[src/rtl/core/salru_pkg.sv]
// Shared types, widths and codes for the set-associative LRU cache lookup.
`timescale 1ns / 1ps

package salru_pkg;

    // Field widths
    localparam int ADDR_W      = 32;
    localparam int BLK_W       = 30;
    localparam int TAG_W       = 30;
    localparam int SET_OUT_W   = 10;
    localparam int WAY_OUT_W   = 4;
    localparam int CNT_W       = 32;

    // Configuration registers
    localparam int CFG_KB_W    = 11;
    localparam int CFG_BW_W    = 9;
    localparam int CFG_WAYS_W  = 5;
    localparam int CFG_IDX_W   = 2;
    localparam int CFG_DATA_W  = 11;

    localparam logic [CFG_IDX_W-1:0] CFG_CACHE_KBYTES = 2'd0;
    localparam logic [CFG_IDX_W-1:0] CFG_BLOCK_WORDS  = 2'd1;
    localparam logic [CFG_IDX_W-1:0] CFG_WAYS         = 2'd2;

    localparam logic [CFG_KB_W-1:0]   KBYTES_RST = 11'd4;
    localparam logic [CFG_BW_W-1:0]   BWORDS_RST = 9'd1;
    localparam logic [CFG_WAYS_W-1:0] WAYS_RST   = 5'd1;

    // Associativity limit
    localparam logic [CFG_WAYS_W-1:0] MAX_WAYS = 5'd16;

    // Line count: (kbytes * 1024) / (words * 4) stays below 2^19
    localparam int LCNT_W = CFG_KB_W + 10 - 2;
    // Bytes per block: words * 4
    localparam int BPB_W  = CFG_BW_W + 2;

    // Default depth of the line store
    localparam int DEF_MAX_LINES = 1024;

    // Shared divider
    localparam int DIV_W     = 32;
    localparam int DIV_CNT_W = $clog2(DIV_W + 1);

    typedef struct packed {
        logic             start;
        logic [DIV_W-1:0] dividend;
        logic [DIV_W-1:0] divisor;
    } div_req_t;

    typedef struct packed {
        logic             done;
        logic [DIV_W-1:0] quotient;
        logic [DIV_W-1:0] remainder;
    } div_rsp_t;

    // One entry of the line store
    typedef struct packed {
        logic             valid;
        logic [TAG_W-1:0] tag;
        logic [CNT_W-1:0] stamp;
    } line_t;

    typedef enum logic [3:0] {
        ST_CLEAR,
        ST_IDLE,
        ST_GEO,
        ST_LC,
        ST_SC,
        ST_SCHK,
        ST_BLK,
        ST_SET,
        ST_BASE,
        ST_WALK,
        ST_UPD,
        ST_OUT,
        ST_ERR
    } state_t;

endpackage

[src/rtl/core/salru_div.sv]
// Iterative restoring divider, one quotient bit per cycle.
`timescale 1ns / 1ps

module salru_div
    import salru_pkg::*;
(
    input  logic     aclk,
    input  logic     aresetn,
    input  div_req_t req,
    output div_rsp_t rsp
);

    logic                 busy_reg, busy_next;
    logic                 done_reg, done_next;
    logic [DIV_CNT_W-1:0] cnt_reg, cnt_next;
    logic [DIV_W-1:0]     quo_reg, quo_next;
    logic [DIV_W-1:0]     rem_reg, rem_next;
    logic [DIV_W-1:0]     dsr_reg, dsr_next;

    logic [DIV_W:0] shifted;
    logic [DIV_W:0] diff;
    logic           ge;

    assign shifted = {rem_reg, quo_reg[DIV_W-1]};
    assign diff    = shifted - {1'b0, dsr_reg};
    assign ge      = (shifted >= {1'b0, dsr_reg});

    always_comb begin
        busy_next = busy_reg;
        done_next = 1'b0;
        cnt_next  = cnt_reg;
        quo_next  = quo_reg;
        rem_next  = rem_reg;
        dsr_next  = dsr_reg;
        if (!busy_reg && !done_reg && req.start) begin
            // load operands
            busy_next = 1'b1;
            cnt_next  = DIV_CNT_W'(DIV_W);
            quo_next  = req.dividend;
            rem_next  = '0;
            dsr_next  = req.divisor;
        end else if (busy_reg) begin
            rem_next = ge ? diff[DIV_W-1:0] : shifted[DIV_W-1:0];
            quo_next = {quo_reg[DIV_W-2:0], ge};
            cnt_next = cnt_reg - DIV_CNT_W'(1);
            if (cnt_reg == DIV_CNT_W'(1)) begin
                busy_next = 1'b0;
                done_next = 1'b1;
            end
        end
    end

    always_ff @(posedge aclk) begin
        if (!aresetn) begin
            busy_reg <= 1'b0;
            done_reg <= 1'b0;
            cnt_reg  <= '0;
        end else begin
            busy_reg <= busy_next;
            done_reg <= done_next;
            cnt_reg  <= cnt_next;
        end
    end

    always_ff @(posedge aclk) begin
        quo_reg <= quo_next;
        rem_reg <= rem_next;
        dsr_reg <= dsr_next;
    end

    assign rsp.done      = done_reg;
    assign rsp.quotient  = quo_reg;
    assign rsp.remainder = rem_reg;

endmodule

[config.mk]
export PLATFORM = sky130hd
export DESIGN_NAME = salru_div
export DESIGN_NICKNAME = d
export VERILOG_FILES = /design/src/rtl/core/salru_pkg.sv /design/src/rtl/core/salru_div.sv
export SDC_FILE = /design/constraint.sdc
export NUM_CORES = 1
export LEC_CHECK = 0
export ABC_CLOCK_PERIOD_IN_PS = 3350
export BUFFER_PORTS_ARGS = -buffer_cell sky130_fd_sc_hd__buf_2
export CORE_ASPECT_RATIO = 1.4
export CORE_UTILIZATION = 50
export DETAILED_ROUTE_END_ITERATION = 10
export PLACE_DENSITY = 0.74
export RECOVER_POWER = 25
export SLEW_MARGIN = 20
export SYNTH_ARGS = -nofsm -noshare
export SYNTH_HDL_FRONTEND = slang
export SYNTH_SLANG_ARGS = --single-unit
[constraint.sdc]
create_clock -name aclk -period 3.35 [get_ports aclk]
set_clock_uncertainty 0.05 [all_clocks]
set_input_delay 0.1675 -clock aclk [delete_from_list [all_inputs] [get_ports aclk]]
set_output_delay 0.1675 -clock aclk [all_outputs]
set_load 0.03 [all_outputs]
==> metrics.txt <==
Starting Density=about half; Hold WC Path Type=primary input to flop; H-tree Lvls=3; DR iter-0 viols=between 300 and 400; ys flop type=edfxtp_1; Ys Warns=0; Area Overhead vs Synth=22.36%; setup TNS=0 ns; Vias=5553; post-DP HPWL=approximately 12 mm; global placement routability congestion=0.9107; Rel. slew slack=just over 50%; CORE AREA=roughly 12000 sq um; final setup vio count=0; Worst EP arrival=3.48 ns; Final nets=~900; multi-input logic area=3080 sq um; most frequent cells after synthesis=141 x nand2_1, 64 x edfxtp_1, 45 x inv_1, 45 x o21ai_0, 44 x a21oi_1; GRT overflow=0; synth unique cells=68; CP Data Required Time=between 3 and 4 ns; critical path type=flop to flop; worst-margin pin slew=between 0.7 and 0.8 ns; clk_lat worst skew=between 0.3 and 0.4 ns; syn_nets=772; port buffer count=roughly 130; drt wl/cell=roughly 16 microns; die area=around 13000 sq um; cell taking the most area after synthesis=edfxtp_1; root buffer cell=clkbuf_16; Post-Syn Instances=between 600 and 700; Peak VDD IR=~0.29 mV; max-cap viol count=0; final core utilization=approximately 63%; initial antenna violation count=0; worst setup path start=quo_reg[31]; status=finished, final reports clean; post-synth top area share=between 30% and 40%; unrepaired setup endpoints after global routing=false; CP startpoint kind=flop; period utilization=between 90% and 100%; fill count=roughly 1000; number of buffers created by CTS=9; FMAX=~310 MHz; syn avg cell area=between 9 and 10 sq um; Max FO, Critical Path=4; ranking of synthesized cells by area=edfxtp_1 32%, dfxtp_1 13%, nand2_1 8.7%; final hold violations=0; fin crit period=3.239 ns; pwr/cell area=about 430 nW/um^2; largest net degree at the start of global routing=between 40 and 50; vias in the first global route=approximately 5500; Setup Buffers After CTS=0; vias per cell=between 5 and 6; ys async rst share=0%; Reg area=between 2000 and 3000 sq um; Worst setup EP type=flop; DRT Pass-1 Iters=5; Seq/Total Area, Yosys=about 45%; CTS max path bufs=2; Netlist Area Pre-Place=6098 sq um; Slew Limit Fails=0; Die H=132.7 microns; Core Rows=between 40 and 50; #FFs+latches synth=104; total global-route track usage=about 26%; layout cells sized above 1=between 10% and 20%; PostCTS Resize Cnt=0; I/O pin cnt=132; antenna-violating nets left=0; die width=~95 microns; TritonCTS clock tree=done; first-pass GRT wire length=around 26 mm; number of synthesized flops with an enable pin=64; worst hold path startpoint=aresetn; CTS Sinks=between 100 and 150; clk slew on worst S/H paths=approximately 0.070 ns; P_leak=between 0.003 and 0.004 uW; count leader, synth=nand2_1; RR Startpoint=quo_reg[31]; Antenna Cells=0; DRC viols=0; DRT Wirelength=between 15 and 20 mm
layout make-up:
class                   instances  share of cell area, %
clock buffers                   9                  3.018
clock inverters                 7                 0.8887
inverters                      46                  2.314
multi-input cells             492                  41.28
flip-flops and latches        104                  36.49
well taps                     147                  2.465
repair buffers                172                  13.55
path summary, 6_finish.rpt:
| check | end | slack, ns | cells after the start |
|---|---|---|---|
| setup / recovery | rem_reg[28] | 0.11 | 11 |
| hold / removal | done_reg | 0.02 | 2 |
| setup reg to reg | rem_reg[28] | 0.11 | 11 |
| hold reg to reg | rem_reg[9] | 0.44 | 2 |
critical path, stage by stage, from the launching register on:
cell and delay (ns):
edfxtp_1 0.40, inv_1 0.09, ha_1 0.18, fa_1 0.21
and2b_1 0.21, o2111ai_1 0.38, a21oi_1 0.16, o21ba_2 0.26
o21ai_0 0.44, a21oi_1 0.21, or4_1 0.50, nand3_1 0.09
cell families after synthesis:
group / count (synthesis) / share of synthesized area, %
buffers and inverters: 74 / 4.903
and+or+nand+nor: 237 / 17.28
adders and majority gates: 35 / 7.304
DFF: 104 / 44.65
muxes: 15 / 2.462
xor gates and xnor gates: 27 / 3.878
AOI/OAI and AO/OA: 178 / 19.53
cells in the final DEF, fill, tap and decap left out, types with 3 or more instances in the layout:
cell / n
a211o_1: 3
a211oi_1: 3
a21boi_0: 4
a21o_1: 8
a21oi_1: 43
a31oi_1: 3
a32oi_1: 14
and2_1: 6
and3_1: 9
and4_1: 3
buf_2: 105
buf_4: 9
clkbuf_1: 26
clkbuf_16: 9
dfxtp_1: 40
dlygate4sd3_1: 32
edfxtp_1: 64
ha_1: 34
inv_1: 44
mux2i_1: 15
nand2_1: 141
nand2b_1: 4
nand3_1: 12
nand4_1: 6
nor2_1: 30
nor2b_1: 3
nor3_1: 9
o2111ai_1: 5
o211ai_1: 3
o21a_1: 7
o21ai_0: 45
o21ai_1: 8
o21bai_1: 5
or4_1: 3
xnor2_1: 17
xor2_1: 10
report_power, final:
group / switching (uW) / internal (uW)
sequential: 55.4 / 1480
combinational: 413 / 216
clock: 518 / 520
total: 987 / 2210
timing repair:
action | 4_1_cts | 5_1_grt
hold buffers | 32 | 0
hold endpoints to repair | 32 | 0
endpoints found under the setup margin | 0 | 0
metal layers:
metal  vias up  GRT usage, %  part of all wire [%]
met5         -             0                     0
met4         0         10.52                   2.8
met3        40         3.621                   5.3
met2       217         46.39                    51
met1      2592         30.21                    40
li1       2704             -                     -
stage by stage:
step	power, uW	instances	instance area [sq um]	setup WS [ns]	hold slack, ns
after global placement	2150	929	6883	0.3000	0.2935
after floorplan	1972	670	6098	0.3915	0.2164
final	3200	977	7462	0.1107	0.01648
after detailed placement	2165	929	6883	0.2467	0.2958
after global routing	3327	977	7462	0.03160	0.02177
after CTS	3232	977	7495	0.2251	0.006677
Power figures use the tool's default switching activity.
